`src/hw/rtl/bmpu_pkg.sv`:
```
// Shared types and constants for the banked memory paging unit.
`timescale 1ns / 1ps
`default_nettype none

package bmpu_pkg;

    // Memory geometry
    localparam int RAM_BANKS  = 8;
    localparam int ROM_BANKS  = 2;
    localparam int BANK_BYTES = 16384;
    localparam int OFS_W      = $clog2(BANK_BYTES);
    localparam int RAM_DEPTH  = RAM_BANKS * BANK_BYTES;
    localparam int ROM_DEPTH  = ROM_BANKS * BANK_BYTES;
    localparam int RAM_AW     = $clog2(RAM_DEPTH);
    localparam int ROM_AW     = $clog2(ROM_DEPTH);
    localparam int ROM_SEL_W  = ROM_AW - OFS_W;

    // Paging byte fields
    localparam int LOCK_BIT   = 5;
    localparam int ROMSEL_BIT = 4;

    // Fixed windows
    localparam logic [2:0] SCREEN_BANK = 3'd5;
    localparam logic [2:0] MID_BANK    = 3'd2;
    localparam logic [1:0] WIN_ROM     = 2'b00;
    localparam logic [1:0] WIN_SCREEN  = 2'b01;
    localparam logic [1:0] WIN_MID     = 2'b10;

    // Item commands; code 7 means nothing and falls to default arms
    typedef enum logic [2:0] {
        CMD_READ_B    = 3'd0,
        CMD_WRITE_B   = 3'd1,
        CMD_READ_W    = 3'd2,
        CMD_WRITE_W   = 3'd3,
        CMD_PAGE      = 3'd4,
        CMD_BANK_LOAD = 3'd5,
        CMD_ROM_LOAD  = 3'd6
    } cmd_t;

    // Controller states, one-hot
    typedef enum logic [2:0] {
        ST_IDLE = 3'b001,
        ST_WORD = 3'b010,
        ST_DONE = 3'b100
    } state_t;

    // Controller to datapath
    typedef struct packed {
        logic accept;   // latch item, first byte access from ports
        logic second;   // second byte access from latched item
        logic emit;     // load result register
        logic last;     // result is the final one of the item
    } ctl_t;

    // Datapath to controller
    typedef struct packed {
        logic write_word;
    } stat_t;

endpackage

`default_nettype wire

```
`src/hw/rtl/bmpu_ctrl.sv`:
```
// Controller state machine: sequences byte accesses and result strobes.
`timescale 1ns / 1ps
`default_nettype none

module bmpu_ctrl (
    input  wire logic           clk,
    input  wire logic           rst_n,
    input  wire logic           start,
    input  wire logic [2:0]     command,
    input  wire bmpu_pkg::stat_t stat,
    output logic                busy,
    output bmpu_pkg::ctl_t      ctl
);

    bmpu_pkg::state_t state_reg;
    bmpu_pkg::state_t state_next;
    logic             is_word;

    // Word commands take a second byte access
    always_comb
    begin
        is_word = bmpu_pkg::cmd_t'(command) inside {bmpu_pkg::CMD_READ_W,
                                                   bmpu_pkg::CMD_WRITE_W};
    end

    // Next state and commands
    always_comb
    begin
        state_next = state_reg;
        ctl        = '0;
        busy       = 1'b1;
        case (state_reg)
            bmpu_pkg::ST_IDLE:
            begin
                busy = 1'b0;
                if (start)
                begin
                    ctl.accept = 1'b1;
                    state_next = is_word ? bmpu_pkg::ST_WORD : bmpu_pkg::ST_DONE;
                end
            end
            bmpu_pkg::ST_WORD:
            begin
                ctl.second = 1'b1;
                ctl.emit   = stat.write_word;
                state_next = bmpu_pkg::ST_DONE;
            end
            bmpu_pkg::ST_DONE:
            begin
                ctl.emit   = 1'b1;
                ctl.last   = 1'b1;
                state_next = bmpu_pkg::ST_IDLE;
            end
            default:
            begin
                state_next = bmpu_pkg::ST_IDLE;
            end
        endcase
    end

    always_ff @(posedge clk or negedge rst_n)
    begin
        if (!rst_n)
        begin
            state_reg <= bmpu_pkg::ST_IDLE;
        end
        else
        begin
            state_reg <= state_next;
        end
    end

    // A second access always leads to the final result
    a_word_then_done: assert property (@(posedge clk) disable iff (!rst_n)
        ctl.second |=> (ctl.emit && ctl.last))
        else $error("second access not followed by final result");

    // A non-final result comes only from a second access
    a_first_result: assert property (@(posedge clk) disable iff (!rst_n)
        (ctl.emit && !ctl.last) |-> ctl.second)
        else $error("early result outside second access");

    // An accepted item keeps the block busy next cycle
    a_accept_busy: assert property (@(posedge clk) disable iff (!rst_n)
        ctl.accept |=> busy)
        else $error("not busy after accept");

endmodule

`default_nettype wire

```
`config.mk`:
```
export PLATFORM = sky130hd
export DESIGN_NAME = bmpu_ctrl
export DESIGN_NICKNAME = d
export VERILOG_FILES = /design/src/hw/rtl/bmpu_pkg.sv /design/src/hw/rtl/bmpu_ctrl.sv
export SDC_FILE = /design/constraint.sdc
export NUM_CORES = 1
export LEC_CHECK = 0
export BUFFER_PORTS_ARGS = -buffer_cell sky130_fd_sc_hd__clkbuf_2
export CORE_AREA = 8 8 45 47
export DETAILED_ROUTE_END_ITERATION = 10
export DIE_AREA = 0 0 53 55
export GPL_TIMING_DRIVEN = 1
export HOLD_SLACK_MARGIN = 0.12
export SLEW_MARGIN = 30
export SYNTH_ARGS = -nofsm -noshare
export SYNTH_HDL_FRONTEND = slang
export SYNTH_SLANG_ARGS = --single-unit
```
`constraint.sdc`:
```
create_clock -name clk -period 1.8 [get_ports clk]
set_input_delay 0.45 -clock clk [delete_from_list [all_inputs] [get_ports clk]]
set_output_delay 0.45 -clock clk [all_outputs]
set_load 0.01 [all_outputs]
```
[Word-level counts from Yosys, hierarchy flattened]
Cells that the tools add are included.
Operators by class
  mux-type cells: 9
  reductions and logical operators: 1
  equality and inequality tests: 6
Operators by type and width (count)
  3-bit by 2-bit equality test with 1-bit output (second input constant): 3
  3-bit two-way mux: 2
  3-bit case mux with 2 select lines: 1
  1-bit two-way mux: 5
  3-bit by 1-bit equality test with 1-bit output (second input constant): 1
  3-bit equality test (second input constant): 1
  2-bit inequality test (second input constant): 1
  1-bit case mux with 2 select lines: 1
  2-bit nonzero test: 1
Word-level totals
  logic and storage cells: 17
  input port bits: 7
  flip-flop bits (word level): 3
  output and inout port bits: 5

[Depth between registers and ports, before layout]
  word-level depth: 5
  mapped depth: 2
  depth with buffers taken out: 2

[Worst setup path before layout]
No wires, ideal clock.
  path kind: reg2out
  from: register state_reg[0]
  to: output port busy
  data required time: 1.350 ns
  stages on the path, launching flop included: 2
  slack: 0.333 ns
  arrival: 1.017 ns
  buffers on the path: 0
  cell sequence: dfstp_2 -> or3b_2
On the way
  longest elaborated chain between the ends: 2
Ends and longest elaborated chain
  start, declared: RTL line bmpu_ctrl.sv:15  | bmpu_pkg::state_t state_reg;
  start signal, assigned: RTL line bmpu_ctrl.sv:65  | state_reg <= bmpu_pkg::ST_IDLE;
  start signal, assigned: RTL line bmpu_ctrl.sv:69  | state_reg <= state_next;
  3-bit by 1-bit equality test with 1-bit output: RTL line bmpu_ctrl.sv:32  | case (state_reg)
  1-bit two-way mux: RTL line bmpu_ctrl.sv:32
  end, declared: RTL line bmpu_ctrl.sv:11  | output logic busy,
No other way between the ends.

==> results.py <==
metrics = {
    "outcome": {
        "outcome": "complete, no violations",
    },
    "floorplan": {
        "row_count": 14,
        "initial_utilization_pct": 12.8,
        "io_pins": 12,
        "core_sq_um": 1380,
        "die_h_microns": 55,
        "die_area_sq_um": 2920,
        "dieWidth_microns": 53,
    },
    "yosys": {
        "synth_seq_area_share_pct": 43.0,
        "yosys.area_share.simple_pct": 43.7,
        "synth_edf_count": 0,
        "synthAdderAreaFrac_pct": 0,
        "syn_area_sq_um": 178,
        "synth_area_per_cell_sq_um": 10.5,
        "synth-xor-area-share_pct": 0,
        "synthTopCellsByArea": "dfrtp_1 28%, dfstp_2 15%, nand3b_1 8.5%",
        "synth_top_family_by_area": "simple AND/OR/NAND/NOR gates",
        "synth_cell_types": 14,
        "synthTopCellsByCount": "2 x dfrtp_1, 2 x nand2b_1, 2 x nand3b_1",
        "synth_flop_cell": "dfrtp_1",
        "synth_top_area_cell": "dfrtp_1",
        "yosysTopAreaCellShare_pct": 28.2,
        "syn_nets": 24,
        "synth.yosys.warnings": 0,
        "async_reset_ff_share_pct": 100,
        "synth_mux_area_share_pct": 0,
        "synthCells": 17,
        "synth_compound_area_share_pct": 11.3,
        "ys_ff_latch": 3,
    },
    "worst_setup_path": {
        "cp.required_ns": 1.35,
        "worst_path_largest_cell_delay_ns": 0.37,
        "cp-startpoint": "state_reg[0]$_DFFE_PN1P_",
        "crit_arrival_ns": 1.29,
        "critPathBufInv": 3,
        "rr_startpoint": "state_reg[0]$_DFFE_PN1P_",
        "critPathCaptureType": "output port",
        "crit_chain": "buf_4, or3b_1, inv_1, clkbuf_2",
        "critPathTopFamily": "simple AND/OR/NAND/NOR gates",
        "cp-endpoint": "ctl[2]",
        "regToRegEndpoint": "state_reg[1]$_DFFE_PN0P_",
        "rrSetupSlack_ns": 0.74,
        "cp-start-kind": "flip-flop",
        "cp_max_fo": 6,
        "worstSetupPathType": "reg2out",
        "slowest_stage": "or3b_1",
        "reg2regPathDepth": 3,
        "cp.depth": 4,
    },
    "timing": {
        "grt_setup_unrepaired": "no",
        "skew_ns": 0.00337,
        "finalCritPeriodShare_pct": 96.6,
        "slew_headroom_pct": 86.0,
        "drv_slew": 0,
        "period_needed_ns": 1.74,
        "tns_ns": 0,
        "setup_violations": 0,
        "fmax_mhz": 575,
        "hold_viol_final": 0,
        "worstMarginPinSlew_ns": 0.210,
    },
    "route": {
        "wirelength_microns": 494,
        "wl_per_cell_microns": 10.1,
        "route.vias.total": 190,
        "drt_iter0_drc": 5,
        "vias_per_cell": 3.88,
        "drc_errors": 0,
        "drt_pre_antenna_iters": 3,
        "ant_nets": 0,
    },
    "grt": {
        "grt_use_met1_pct": 3.51,
        "groute.layer.met2.usage_pct": 3.13,
        "overflow": 0,
        "grt_max_degree": 9,
        "grt_pass1_wl_microns": 683,
        "grt_pass1_vias": 164,
        "grtUsageTotal_pct": 4.27,
        "busiest_layer": "met4",
        "grt_use_met3_pct": 5.61,
        "grt_antenna_before_repair": 0,
    },
    "power": {
        "peakVddDrop_mv": 0.379,
        "total_power_mw": 0.283,
        "p_per_area_nw_per_um2": 943,
        "p_leak_nw": 0.146,
    },
    "finish": {
        "syn_to_final_growth_pct": 69.0,
        "fin_util_pct": 21.7,
        "drive_above_1_share_pct": 51.5,
        "stdcell_count": 49,
        "diodes": 0,
        "final_nets": 41,
        "largest_register_ffs": 3,
    },
    "clocking": {
        "numCtsBuffers": 3,
        "cts_root_buf": "clkbuf_4",
        "cts.path.max_buffers": 2,
        "tritoncts": "built",
        "insertion_delay_ns": 0.24,
        "numClockSinks": 3,
        "htreeDepth": 1,
        "clkTransAtPathRegs_ns": 0.04,
    },
    "job": {
        "drv_cap": 0,
    },
    "worst_hold_path": {
        "hp-class": "in2reg",
    },
    "placed_design": {
        "dp_hpwl_microns": 365,
        "gp_congestion": 0.627,
        "port-buffer-count": 10,
        "placed_cells": 43,
    },
}
[kinds of logic after synthesis]
group	count (synthesis)
AND/OR/NAND/NOR	10
buffers and inverters	1
AO/OA/AOI/OAI	3
flip-flops	3
[power breakdown]
part / internal [mW] / total [mW] / switching, mW / leakage (nW)
sequential: 0.0779 / 0.0868 / 0.00893 / 0.0373
combinational: 0.0452 / 0.0733 / 0.0281 / 0.0936
clock: 0.0834 / 0.123 / 0.0398 / 0.0150
[worst reg2reg max path, stage by stage (launching register included)]
cell and delay (ns):
dfstp_2 0.51, buf_4 0.12, and4bb_2 0.23, and2_1 0.12
[metrics by stage]
step                      area, sq um  hold slack, ns  setup slack [ns]
final                             300           0.515            0.0610
after floorplan                   178           0.154             0.333
after global routing              300           0.509            0.0174
after detailed placement          248           0.248             0.213
after global placement            248           0.247             0.223
after CTS                         292           0.504            0.0108
[layout make-up]
type	instances	area (sq um)
Sequential cell	3	76.3
Multi-Input combinational cell	13	100
Fill cell	155	1080
Clock buffer	4	26.3
Inverter	1	3.75
Tap cell	16	20.0
Timing Repair Buffer	12	73.8
[cell usage in the layout (no fill, tap or decap), drive strengths merged]
cell type / count
a21o: 1
a21oi: 1
and2: 1
and4bb: 1
buf: 2
clkbuf: 13
dfrtp: 2
dfstp: 1
dlygate4sd3: 1
inv: 1
nand2b: 2
nand3b: 2
nor2b: 1
nor3b: 1
o31ai: 1
or3b: 2
[repair_timing]
item / CTS / global route
hold endpoints to repair: 2 / 0
gates resized for setup: 0 / 3
pin swaps: 0 / 1
hold buffers: 1 / 0
buffers inserted: 1 / 0
endpoints found under the setup margin: 1 / 2
[worst min-delay path by stage]
stage,cells after the start,from,endpoint,slack [ns]
4_1_cts,3,start,state_reg[2]$_DFFE_PN0P_,0.50
2_1_floorplan,0,rst_n,state_reg[1]$_DFFE_PN0P_,0.15
3_5_place_dp,1,rst_n,state_reg[2]$_DFFE_PN0P_,0.25
6_report,3,start,state_reg[2]$_DFFE_PN0P_,0.52
5_1_grt,3,command[2],state_reg[1]$_DFFE_PN0P_,0.51
3_3_place_gp,1,rst_n,state_reg[1]$_DFFE_PN0P_,0.25
[layer usage]
metal	vias up	part of all wire, %
met5	-	0
met4	0	6.1
met3	5	20
met2	13	33
met1	79	40
li1	93	-
Power figures use the tool's default switching activity.
